--- src/rtl/core/lfdc_pkg.sv ---
// Shared types, codes and helpers for the line-follow drive controller.
`timescale 1ns / 1ps

package lfdc_pkg;

  // Longest frame body accepted before the frame is dropped.
  localparam logic [3:0] MAX_FRAME_LEN = 4'd15;
  localparam logic signed [9:0] SPEED_LIMIT = 10'sd100;
  localparam logic [6:0] JOY_LIMIT = 7'd100;

  // Event codes on the operation field.
  localparam logic [1:0] OP_TICK = 2'd0;
  localparam logic [1:0] OP_BYTE = 2'd1;
  localparam logic [1:0] OP_PIN  = 2'd2;

  // Drive modes.
  localparam logic [1:0] MODE_LEFT  = 2'd0;
  localparam logic [1:0] MODE_RIGHT = 2'd1;
  localparam logic [1:0] MODE_TRACK = 2'd2;
  localparam logic [1:0] MODE_JOY   = 2'd3;

  // Response codes.
  localparam logic [2:0] RESP_NONE    = 3'd0;
  localparam logic [2:0] RESP_LEFT    = 3'd1;
  localparam logic [2:0] RESP_RIGHT   = 3'd2;
  localparam logic [2:0] RESP_FWD     = 3'd3;
  localparam logic [2:0] RESP_BACK    = 3'd4;
  localparam logic [2:0] RESP_TRACK   = 3'd5;
  localparam logic [2:0] RESP_BAD_CMD = 3'd6;
  localparam logic [2:0] RESP_BAD_LEN = 3'd7;

  // Register indexes on the configuration port.
  localparam logic [2:0] REG_TURN_FAST  = 3'd0;
  localparam logic [2:0] REG_TURN_SLOW  = 3'd1;
  localparam logic [2:0] REG_BASE_SPEED = 3'd2;
  localparam logic [2:0] REG_OUTER_GAIN = 3'd3;
  localparam logic [2:0] REG_INNER_GAIN = 3'd4;
  localparam logic [2:0] REG_JOY_SPEED  = 3'd5;

  // Frame characters.
  localparam logic [7:0] CH_HASH = 8'h23;
  localparam logic [7:0] CH_SEMI = 8'h3B;
  localparam logic [7:0] CH_L_UP = 8'h4C;
  localparam logic [7:0] CH_L_LO = 8'h6C;
  localparam logic [7:0] CH_R_UP = 8'h52;
  localparam logic [7:0] CH_R_LO = 8'h72;
  localparam logic [7:0] CH_F_UP = 8'h46;
  localparam logic [7:0] CH_F_LO = 8'h66;
  localparam logic [7:0] CH_B_UP = 8'h42;
  localparam logic [7:0] CH_B_LO = 8'h62;
  localparam logic [7:0] CH_S_UP = 8'h53;
  localparam logic [7:0] CH_S_LO = 8'h73;

  // Speed settings seen by the speed unit.
  typedef struct packed {
    logic [6:0] turn_fast;
    logic [6:0] turn_slow;
    logic [6:0] base_speed;
    logic [5:0] outer_gain;
    logic [5:0] inner_gain;
  } speed_cfg_t;

  // Saturate a wide signed speed to the motor range.
  function automatic logic signed [7:0] clamp_speed(input logic signed [9:0] v);
    logic signed [9:0] c;
    if (v > SPEED_LIMIT) begin
      c = SPEED_LIMIT;
    end else if (v < -SPEED_LIMIT) begin
      c = -SPEED_LIMIT;
    end else begin
      c = v;
    end
    return c[7:0];
  endfunction

endpackage

--- src/rtl/core/lfdc_speed.sv ---
// Motor pair speed computation for one sensor tick.
`timescale 1ns / 1ps

module lfdc_speed import lfdc_pkg::*; (
  input  logic [1:0]        mode_i,
  input  logic [3:0]        sensors_i,
  input  speed_cfg_t        cfg_i,
  input  logic signed [7:0] joystick_i,
  output logic signed [7:0] left_o,
  output logic signed [7:0] right_o
);

  logic signed [9:0] fast_s, slow_s, base_s, outer_s, inner_s, diff_s;
  logic signed [9:0] left_s, right_s;

  assign fast_s  = $signed({3'b000, cfg_i.turn_fast});
  assign slow_s  = $signed({3'b000, cfg_i.turn_slow});
  assign base_s  = $signed({3'b000, cfg_i.base_speed});
  assign outer_s = $signed({4'b0000, cfg_i.outer_gain});
  assign inner_s = $signed({4'b0000, cfg_i.inner_gain});

  // Weighted sum: left sensors push the car right, right sensors push it left.
  assign diff_s = (sensors_i[0] ? outer_s : 10'sd0) + (sensors_i[1] ? inner_s : 10'sd0)
                - (sensors_i[2] ? inner_s : 10'sd0) - (sensors_i[3] ? outer_s : 10'sd0);

  always_comb begin
    left_s  = fast_s;
    right_s = slow_s;
    case (mode_i)
      MODE_LEFT: begin
        left_s  = fast_s;
        right_s = slow_s;
      end
      MODE_RIGHT: begin
        left_s  = slow_s;
        right_s = fast_s;
      end
      MODE_TRACK: begin
        if (sensors_i == 4'b1100) begin
          left_s  = slow_s;
          right_s = fast_s;
        end else if (sensors_i == 4'b0011) begin
          left_s  = fast_s;
          right_s = slow_s;
        end else begin
          left_s  = base_s + diff_s;
          right_s = base_s - diff_s;
        end
      end
      default: begin
        left_s  = {{2{joystick_i[7]}}, joystick_i};
        right_s = {{2{joystick_i[7]}}, joystick_i};
      end
    endcase
  end

  assign left_o  = clamp_speed(left_s);
  assign right_o = clamp_speed(right_s);

endmodule

--- src/rtl/core/line_follow_drive_controller_top.sv ---
// Top level of the line-follow drive controller: register file, frame parser, result stage.
`timescale 1ns / 1ps

// The block takes one event per input transaction: a sensor tick, a received
// serial byte or a steering pin change, chosen by operation_i. Every input
// transaction yields exactly one output transaction carrying the two signed
// motor pair speeds and a response code for serial frames.
// Both channels use a valid/ready handshake. An event is decoded and the
// controller state is updated in the cycle it is accepted; the result is
// captured in an output register and shows on the output channel in the next
// cycle. One transaction per cycle is sustained: the input is ready whenever
// the output register is empty or is being drained in the same cycle, so a
// stalled receiver holds the result and backs up the input only once the
// single output register is full.
// Speed settings live in six 32-bit APB registers at byte addresses 0 to 20;
// they are meant to be written while no transaction is in flight.
// Reset restores the default settings, puts the car in tracking mode with
// both pairs stopped, closes any partial serial frame and empties the output.

module line_follow_drive_controller_top import lfdc_pkg::*; (
  input  logic        clk_i,
  input  logic        rst_ni,
  // Configuration port
  input  logic        psel,
  input  logic        penable,
  input  logic        pwrite,
  input  logic [4:0]  paddr,
  input  logic [31:0] pwdata,
  output logic [31:0] prdata,
  output logic        pready,
  // Event channel
  input  logic        in_valid_i,
  output logic        in_ready_o,
  input  logic [1:0]  operation_i,
  input  logic [3:0]  sensors_i,
  input  logic [7:0]  rx_byte_i,
  input  logic        pin_level_i,
  // Result channel
  output logic        out_valid_o,
  input  logic        out_ready_i,
  output logic signed [7:0] left_pair_speed_o,
  output logic signed [7:0] right_pair_speed_o,
  output logic [2:0]  response_o
);

  // Configuration registers.
  logic [6:0] turn_fast_q, turn_slow_q, base_speed_q, joy_speed_q;
  logic [5:0] outer_gain_q, inner_gain_q;
  logic       cfg_write;
  logic [2:0] cfg_index;

  assign pready    = 1'b1;
  assign cfg_write = psel && penable && pwrite;
  assign cfg_index = paddr[4:2];

  always_ff @(posedge clk_i or negedge rst_ni) begin
    if (!rst_ni) begin
      turn_fast_q  <= 7'd40;
      turn_slow_q  <= 7'd10;
      base_speed_q <= 7'd40;
      outer_gain_q <= 6'd20;
      inner_gain_q <= 6'd15;
      joy_speed_q  <= 7'd40;
    end else if (cfg_write) begin
      unique case (cfg_index)
        REG_TURN_FAST:  turn_fast_q  <= pwdata[6:0];
        REG_TURN_SLOW:  turn_slow_q  <= pwdata[6:0];
        REG_BASE_SPEED: base_speed_q <= pwdata[6:0];
        REG_OUTER_GAIN: outer_gain_q <= pwdata[5:0];
        REG_INNER_GAIN: inner_gain_q <= pwdata[5:0];
        REG_JOY_SPEED:  joy_speed_q  <= pwdata[6:0];
        default: ;
      endcase
    end
  end

  always_comb begin
    unique case (cfg_index)
      REG_TURN_FAST:  prdata = {25'd0, turn_fast_q};
      REG_TURN_SLOW:  prdata = {25'd0, turn_slow_q};
      REG_BASE_SPEED: prdata = {25'd0, base_speed_q};
      REG_OUTER_GAIN: prdata = {26'd0, outer_gain_q};
      REG_INNER_GAIN: prdata = {26'd0, inner_gain_q};
      REG_JOY_SPEED:  prdata = {25'd0, joy_speed_q};
      default:        prdata = 32'd0;
    endcase
  end

  // Controller state.
  logic [1:0]        mode_q, mode_d;
  logic              in_frame_q, in_frame_d;
  logic [3:0]        frame_count_q, frame_count_d;
  logic [7:0]        command_byte_q, command_byte_d;
  logic signed [7:0] joystick_q, joystick_d;
  logic signed [7:0] held_left_q, held_left_d;
  logic signed [7:0] held_right_q, held_right_d;
  logic [2:0]        resp_d;

  // Output stage.
  logic              out_valid_q;
  logic signed [7:0] out_left_q, out_right_q;
  logic [2:0]        out_resp_q;

  logic accept;
  assign in_ready_o = !out_valid_q || out_ready_i;
  assign accept     = in_valid_i && in_ready_o;

  // A turn ends as soon as an inner sensor sees the line; the same tick is
  // then handled as a tracking tick.
  logic [1:0] tick_mode;
  assign tick_mode = ((mode_q == MODE_LEFT || mode_q == MODE_RIGHT) && (sensors_i[2:1] != 2'b00))
                   ? MODE_TRACK : mode_q;

  speed_cfg_t        speed_cfg;
  logic signed [7:0] tick_left, tick_right;

  assign speed_cfg = '{turn_fast:  turn_fast_q,  turn_slow:  turn_slow_q,
                       base_speed: base_speed_q, outer_gain: outer_gain_q,
                       inner_gain: inner_gain_q};

  lfdc_speed u_speed (
    .mode_i     (tick_mode),
    .sensors_i  (sensors_i),
    .cfg_i      (speed_cfg),
    .joystick_i (joystick_q),
    .left_o     (tick_left),
    .right_o    (tick_right)
  );

  // Joystick magnitude, saturated to the motor range.
  logic [6:0] joy_mag;
  assign joy_mag = (joy_speed_q > JOY_LIMIT) ? JOY_LIMIT : joy_speed_q;

  always_comb begin
    mode_d         = mode_q;
    in_frame_d     = in_frame_q;
    frame_count_d  = frame_count_q;
    command_byte_d = command_byte_q;
    joystick_d     = joystick_q;
    held_left_d    = held_left_q;
    held_right_d   = held_right_q;
    resp_d         = RESP_NONE;
    case (operation_i)
      OP_TICK: begin
        mode_d       = tick_mode;
        held_left_d  = tick_left;
        held_right_d = tick_right;
      end
      OP_BYTE: begin
        if (!in_frame_q) begin
          if (rx_byte_i == CH_HASH) begin
            in_frame_d     = 1'b1;
            frame_count_d  = 4'd0;
            command_byte_d = 8'd0;
          end
        end else if (rx_byte_i == CH_SEMI) begin
          in_frame_d     = 1'b0;
          frame_count_d  = 4'd0;
          command_byte_d = 8'd0;
          if (frame_count_q != 4'd1) begin
            resp_d = RESP_BAD_LEN;
          end else begin
            unique case (command_byte_q) inside
              CH_L_UP, CH_L_LO: begin
                mode_d = MODE_LEFT;
                resp_d = RESP_LEFT;
              end
              CH_R_UP, CH_R_LO: begin
                mode_d = MODE_RIGHT;
                resp_d = RESP_RIGHT;
              end
              CH_F_UP, CH_F_LO: begin
                mode_d     = MODE_JOY;
                joystick_d = $signed({1'b0, joy_mag});
                resp_d     = RESP_FWD;
              end
              CH_B_UP, CH_B_LO: begin
                mode_d     = MODE_JOY;
                joystick_d = -$signed({1'b0, joy_mag});
                resp_d     = RESP_BACK;
              end
              CH_S_UP, CH_S_LO: begin
                mode_d       = MODE_TRACK;
                joystick_d   = 8'sd0;
                held_left_d  = 8'sd0;
                held_right_d = 8'sd0;
                resp_d       = RESP_TRACK;
              end
              default: resp_d = RESP_BAD_CMD;
            endcase
          end
        end else if (frame_count_q < MAX_FRAME_LEN) begin
          if (frame_count_q == 4'd0) begin
            command_byte_d = rx_byte_i;
          end
          frame_count_d = frame_count_q + 4'd1;
        end else begin
          // Overlong frame: drop it without a response.
          in_frame_d     = 1'b0;
          frame_count_d  = 4'd0;
          command_byte_d = 8'd0;
        end
      end
      OP_PIN: begin
        mode_d = pin_level_i ? MODE_RIGHT : MODE_LEFT;
      end
      default: ;
    endcase
  end

  always_ff @(posedge clk_i or negedge rst_ni) begin
    if (!rst_ni) begin
      mode_q         <= MODE_TRACK;
      in_frame_q     <= 1'b0;
      frame_count_q  <= 4'd0;
      command_byte_q <= 8'd0;
      joystick_q     <= 8'sd0;
      held_left_q    <= 8'sd0;
      held_right_q   <= 8'sd0;
      out_valid_q    <= 1'b0;
    end else begin
      if (accept) begin
        mode_q         <= mode_d;
        in_frame_q     <= in_frame_d;
        frame_count_q  <= frame_count_d;
        command_byte_q <= command_byte_d;
        joystick_q     <= joystick_d;
        held_left_q    <= held_left_d;
        held_right_q   <= held_right_d;
      end
      if (accept) begin
        out_valid_q <= 1'b1;
      end else if (out_ready_i) begin
        out_valid_q <= 1'b0;
      end
    end
  end

  // Result payload: the pairs always show the speeds they are held at.
  always_ff @(posedge clk_i) begin
    if (accept) begin
      out_left_q  <= held_left_d;
      out_right_q <= held_right_d;
      out_resp_q  <= resp_d;
    end
  end

  assign out_valid_o        = out_valid_q;
  assign left_pair_speed_o  = out_left_q;
  assign right_pair_speed_o = out_right_q;
  assign response_o         = out_resp_q;

endmodule
--- config.mk ---
export PLATFORM = sky130hd
export DESIGN_NAME = line_follow_drive_controller_top
export DESIGN_NICKNAME = d
export VERILOG_FILES = /design/src/rtl/core/lfdc_pkg.sv /design/src/rtl/core/lfdc_speed.sv /design/src/rtl/core/line_follow_drive_controller_top.sv
export SDC_FILE = /design/constraint.sdc
export NUM_CORES = 1
export LEC_CHECK = 0
export ABC_AREA = 1
export BUFFER_PORTS_ARGS = -buffer_cell sky130_fd_sc_hd__buf_2
export CAP_MARGIN = 40
export CORE_MARGIN = 8
export CORE_UTILIZATION = 40
export DETAILED_ROUTE_END_ITERATION = 7
export PLACE_DENSITY = 0.61
export SYNTH_ARGS = -nofsm -noshare
export SYNTH_HDL_FRONTEND = slang
export SYNTH_SLANG_ARGS = --single-unit
export TNS_END_PERCENT = 5
--- constraint.sdc ---
create_clock -name clk_i -period 7.5 [get_ports clk_i]
set_clock_uncertainty 0.2 [all_clocks]
set_input_delay 0.375 -clock clk_i [delete_from_list [all_inputs] [get_ports clk_i]]
set_output_delay 0.375 -clock clk_i [all_outputs]
set_load 0.1 [all_outputs]
==> results_dict.tcl, run 1 <==
set metrics [dict create \
    status "complete, no violations" \
    vias_per_cell 4.98 \
    m1WireLength_um 9310 \
    num-nets-final 1221 \
    cts_tree "yes" \
    synthMuxAreaShare 0.00150 \
    setup.worst_path.end_class "register" \
    dr_wl_met2_um 8720 \
    synth_most_common_cell "nand2_1" \
    synth_compound_area_frac 0.137 \
    rows 50 \
    timing.hold.ws_ns 0.0476 \
    worstPathArrival_ns 5.20 \
    slew_headroom 0.417 \
    path_clk_slew_ns 0.08 \
    rsz0062_at_grt "false" \
    netlist.area_leader.share 0.214 \
    synth_top_area_cell "dfrtp_1" \
    reg2reg_slack_ns 2.40 \
    start_util 0.404 \
    critPathMaxFanout 4 \
    yosysUniqueCellTypes 51 \
    clk_latency_ns 0.36 \
    wl_met3_um 746 \
    fillCellCount 1941 \
    synth_warnings 0 \
    grt_max_degree 56 \
    async_flop_share 0.806 \
    grt_pass1_vias 6609 \
    worstRegToRegCells 25 \
    grt_usage 0.168 \
    reg2reg_to "held_right_q[4]" \
    cp_slowest_cell "dfstp_2" \
    min_period_over_period 0.680 \
    core_mm2 0.0186 \
    synth_top_family_by_area "simple AND/OR/NAND/NOR gates" \
    grt_pass1_wl_um 32400 \
    final_max_slew_viol_count 0 \
    min_from "pwdata[2]" \
    drt-total-wl_um 19300 \
    irDropWorstVdd_mv 0.141 \
    htree_levels 3 \
    tns_ns 0 \
    synth-xor-area-share 0.00467 \
    critPathMostFrequentCell "nand2_1" \
    synth_area_leaders "dfrtp_1 21%, nand2_1 17%, inv_1 8.2%, edfxtp_1 7.6%, ha_1 5.3%" \
    firstDrtPassIters 5 \
    cap_violations 0 \
    antenna_left 0 \
    power.leakage_nw 4.32 \
    r2r_start "inner_gain_q[0]" \
    die_h_um 153 \
    fin_crit_ns 5.10 \
    drive_above_1_share 0.120 \
    syn_avg_cell_area_um2 7.03 \
    ff_latch_area_mm2 0.00257 \
    synth_edf_count 19 \
    gp_congestion 0.909 \
    crit_path_start_kind "register" \
    setup_viol 0 \
    critPathTopFamily "adder cells" \
    holdPathEnd "joy_speed_q[2]" \
    num_vias 6752 \
    crit_type "register to register" \
    area_delta_synth_final_pct 8.86 \
    postCtsSetupBuffers 0 \
    syn_area_mm2 0.00750 \
    hpwl_um 15300 \
    route.detailed.drc 0 \
    hold-path-cell-count 3 \
    cts_resized 0 \
    hp-class "input pin to register" \
    cts-root-buf "clkbuf_16" \
    yosys.area_share.simple 0.286 \
    cts.path.max_buffers 2 \
    syn_inst 1067 \
    cts_made_buffers 9 \
    die_w_um 153 \
    multi_input_area_mm2 0.00399 \
    wire_per_inst_um 14.2 \
    ys_ff_latch 98 \
    clock_sinks 98 \
    critPathMaxStageDelay_ns 0.57 \
    antenna_found_initial 0 \
    synthFlopType "dfrtp_1" \
    crit_buf_inv 4 \
    io_buffers 59 \
    power.density_mw_per_mm2 421 \
    overflow 0 \
    synth_fa_ha_area_frac 0.0908 \
    highest_layer "met4" \
    tightest_slew_ns 0.868 \
    ios 113 \
    dieArea_mm2 0.0234 \
    hold_viol 0 \
    fmax_mhz 196 \
    worstPathRequired_ns 7.60 \
    drt_iter0_markers 455 \
    ys_top_cells_by_count "343 x nand2_1, 163 x inv_1, 69 x o21ai_0, 66 x nand3_1, 64 x dfrtp_1" \
    ys_seq_area_frac 0.342 \
    diodes 0 \
]
-- sequential cells by signal, indices dropped and copies added (netlist names), 7 cells and up --
| name | cells |
|---|---|
| held_left_q | 8 |
| base_speed_q | 7 |
| left_pair_speed_o | 8 |
| held_right_q | 8 |
| turn_fast_q | 7 |
| joy_speed_q | 7 |
| right_pair_speed_o | 8 |
| joystick_q | 8 |
| turn_slow_q | 7 |
| command_byte_q | 7 |
-- worst min-delay path, cell delays in order --
cell and delay (ns):
buf_2 0.09, nand2_1 0.04, o21ai_0 0.05
-- stage by stage --
step / util / worst slack (ns) / cell area [um2] / power [mW] / instances
after floorplan: - / 2.97 / 7590 / 2.53 / 1091
after global placement: 0.422 / 2.36 / 7840 / 2.97 / 1336
after detailed placement: 0.424 / 2.32 / 7880 / 3.00 / 1338
after CTS: 0.439 / 2.38 / 8160 / 3.46 / 1355
after global routing: 0.439 / 1.89 / 8160 / 3.79 / 1355
final: 0.439 / 2.40 / 8160 / 3.44 / 1355
-- routing by layer --
layer / GRT usage / vias up
met5: 0 / -
met4: 0.0617 / 0
met3: 0.0279 / 34
met2: 0.268 / 133
met1: 0.225 / 3115
li1: - / 3470
-- cells in the final DEF (no fill, tap or decap), types with 14 or more instances in the layout --
master	instances
conb_1	26
inv_1	163
buf_2	59
inv_2	15
edfxtp_1	19
o21ai_0	69
nand2_1	343
o21ai_1	17
nor2_1	50
fa_1	14
dfrtp_1	64
a21oi_1	41
ha_1	32
nand3_1	66
dfstp_2	15
-- how the worst max path moves through the flow --
stage          slack [ns]  depth (start not counted)                     to             from
5_1_grt              1.89                         26        held_right_q[4]  inner_gain_q[0]
4_1_cts              2.38                         26  right_pair_speed_o[3]  inner_gain_q[0]
3_5_place_dp         2.32                         27  right_pair_speed_o[3]     sensors_i[2]
6_report             2.40                         25        held_right_q[4]  inner_gain_q[0]
2_1_floorplan        2.97                         27  right_pair_speed_o[3]     sensors_i[3]
3_3_place_gp         2.36                         27  right_pair_speed_o[3]     sensors_i[2]
-- report_power, final --
| group | internal (mW) | total [mW] | switching [mW] |
|---|---|---|---|
| clock | 0.230 | 0.446 | 0.216 |
| combinational | 0.649 | 2.18 | 1.53 |
| sequential | 0.707 | 0.814 | 0.108 |
| total | 1.59 | 3.44 | 1.85 |
-- timing repair --
item,4_1_cts,5_1_grt
setup endpoints to repair,0,0
hold buffers,1,0
hold endpoints to repair,24,0
-- area by class of cell --
| type | count | share of cell area |
|---|---|---|
| clock inverters | 6 | 0.00598 |
| clock buffers | 10 | 0.0281 |
| multi-input cells | 763 | 0.489 |
| inverters | 180 | 0.0831 |
| well taps | 234 | 0.0359 |
| repair buffers | 64 | 0.0435 |
| flip-flops and latches | 98 | 0.314 |
-- cells by family (layout without fill, tap and decap cells) --
kind of cell,after synthesis,count (layout)
AOI/OAI and AO/OA,177,177
buffers and inverters,230,260
xor gates and xnor gates,4,4
other,2,26
adders and majority gates,46,46
DFF,98,98
and+or+nand+nor,509,509
muxes,1,1
(Power assumes the default switching activity.)
==> run 2, diff against run 1 <==
clock period = 5.05 ns   (was 7.5 ns; I/O delays follow)
==> results_dict.tcl, run 2 (synthesis gave the netlist of run 1 again) <==
set metrics [dict create \
    critPathTopFamily "adder cells" \
    drt-total-wl_um 19800 \
    irDropWorstVdd_mv 0.260 \
    gp_congestion 0.906 \
    mostFrequentLayoutCells "339 x nand2_1, 161 x inv_1, 68 x o21ai_0" \
    overflow 0 \
    clk_latency_ns 0.35 \
    die_w_um 153 \
    setup_viol 0 \
    grt_pass1_vias 6592 \
    io_buffers 59 \
    cts_made_buffers 9 \
    fillCellCount 1885 \
    die_h_um 153 \
    totalPowerFinal_mw 5.61 \
    crit_buf_inv 5 \
    start_util 0.404 \
    ios 113 \
    grt_usage 0.170 \
    dieArea_mm2 0.0234 \
    clock_sinks 98 \
    cts.path.max_buffers 2 \
    status "complete, no violations" \
    antenna_found_initial 0 \
    antenna_left 0 \
    core_mm2 0.0186 \
    area_delta_synth_final_pct 15.3 \
    min_period_over_period 0.943 \
    cts_tree "yes" \
    htree_levels 3 \
    crit_path_start_kind "register" \
    timing.hold.ws_ns 0.0378 \
    critPathMostFrequentCell "nand2_1" \
    firstDrtPassIters 5 \
    mostFrequentLayoutCell "nand2_1" \
    fin_crit_ns 4.76 \
    power.leakage_nw 4.47 \
    grt_max_degree 56 \
    critPathMaxFanout 4 \
    cts-root-buf "clkbuf_16" \
    drt_iter0_markers 470 \
    fmax_mhz 210 \
    crit_type "register to register" \
    cp_slowest_cell "dfstp_2" \
    critPathMaxStageDelay_ns 0.53 \
    diodes 0 \
    power.density_mw_per_mm2 648 \
    route.detailed.drc 0 \
    vias_per_cell 4.95 \
    worstPathRequired_ns 5.15 \
    worstPathArrival_ns 4.86 \
    tightest_slew_ns 0.798 \
    final_max_slew_viol_count 0 \
    hp-class "input pin to register" \
    path_clk_slew_ns 0.08 \
    num_vias 6837 \
    drive_above_1_share 0.155 \
    wire_per_inst_um 14.3 \
    setup.worst_path.end_class "register" \
    grt_pass1_wl_um 33000 \
    rows 50 \
    cap_violations 0 \
    rsz0062_at_grt "true" \
    num-nets-final 1246 \
    hpwl_um 15400 \
    slew_headroom 0.464 \
    hold_viol 0 \
]
[run 2: worst register-to-register path, cell delays in order (launching register included)]
cell and delay [ns]:
dfstp_2 0.53, nand2_1 0.06, inv_2 0.05, fa_1 0.43
fa_1 0.43, inv_1 0.07, ha_2 0.16, inv_1 0.06
fa_2 0.42, o21ai_4 0.23, a311oi_2 0.13, nor2_1 0.12
buf_4 0.16, ha_4 0.21, inv_4 0.06, nand2_4 0.05
nor3_4 0.19, and2_1 0.14, o21ai_1 0.06, nand3_1 0.09
nand2_1 0.06, o21ai_1 0.15, nand2_1 0.12, a21oi_2 0.22
nand2_1 0.09, nand2_1 0.10, nand2_1 0.05, nand2_1 0.07
[run 2: path summary, 6_finish.rpt]
check	start	end	slack, ns	cells after the start
max in group asynchronous	rst_ni	outer_gain_q[2]	3.71	4
min	rx_byte_i[3]	command_byte_q[3]	0.04	3
max	inner_gain_q[0]	held_right_q[1]	0.29	27
min reg2reg	held_left_q[1]	held_left_q[1]	0.28	2
min in group asynchronous	rst_ni	held_left_q[4]	0.06	2
max reg2reg	inner_gain_q[0]	held_right_q[1]	0.29	27
[run 2: power breakdown]
| part | internal (mW) | total, mW | switching (mW) |
|---|---|---|---|
| clock network | 0.443 | 0.769 | 0.326 |
| logic | 1.19 | 3.62 | 2.44 |
| registers | 1.05 | 1.21 | 0.163 |
| total | 2.68 | 5.61 | 2.92 |
[run 2: layer usage]
metal  vias up  GRT usage  part of all wire
met2       138      0.273              0.46
met1      3177      0.231              0.49
met4         0     0.0485             0.017
met5         -          0                 0
li1       3503          -                 -
met3        19     0.0279             0.036
[run 2: stage by stage]
| step | cells | instance area [um2] | TNS [ns] | utilization | worst slack, ns |
|---|---|---|---|---|---|
| finish | 1380 | 8650 | 0 | 0.465 | 0.289 |
| detailed placement | 1346 | 7940 | 0 | 0.427 | 0.0833 |
| CTS | 1377 | 8420 | 0 | 0.453 | 0.0605 |
| global route | 1380 | 8650 | -0.0809 | 0.465 | -0.0321 |
| global placement | 1344 | 7900 | 0 | 0.425 | 0.116 |
| floorplan | 1091 | 7590 | 0 | - | 0.558 |
[run 2: timing repair]
item / 4_1_cts / 5_1_grt
hold endpoints to repair: 38 / 0
hold buffers: 15 / 0
endpoints found under the setup margin: 0 / 32
resized for setup: 0 / 41
setup buffers: 0 / 3
[run 2: layout make-up]
| cell class | count | area, um2 | share of cell area |
|---|---|---|---|
| Clock buffer | 9 | 225 | 0.0260 |
| Clock inverter | 7 | 105 | 0.0122 |
| Inverter | 180 | 681 | 0.0787 |
| Multi-Input combinational cell | 763 | 4200 | 0.486 |
| Sequential cell | 98 | 2570 | 0.297 |
| Tap cell | 234 | 293 | 0.0339 |
| Timing Repair Buffer | 89 | 578 | 0.0669 |
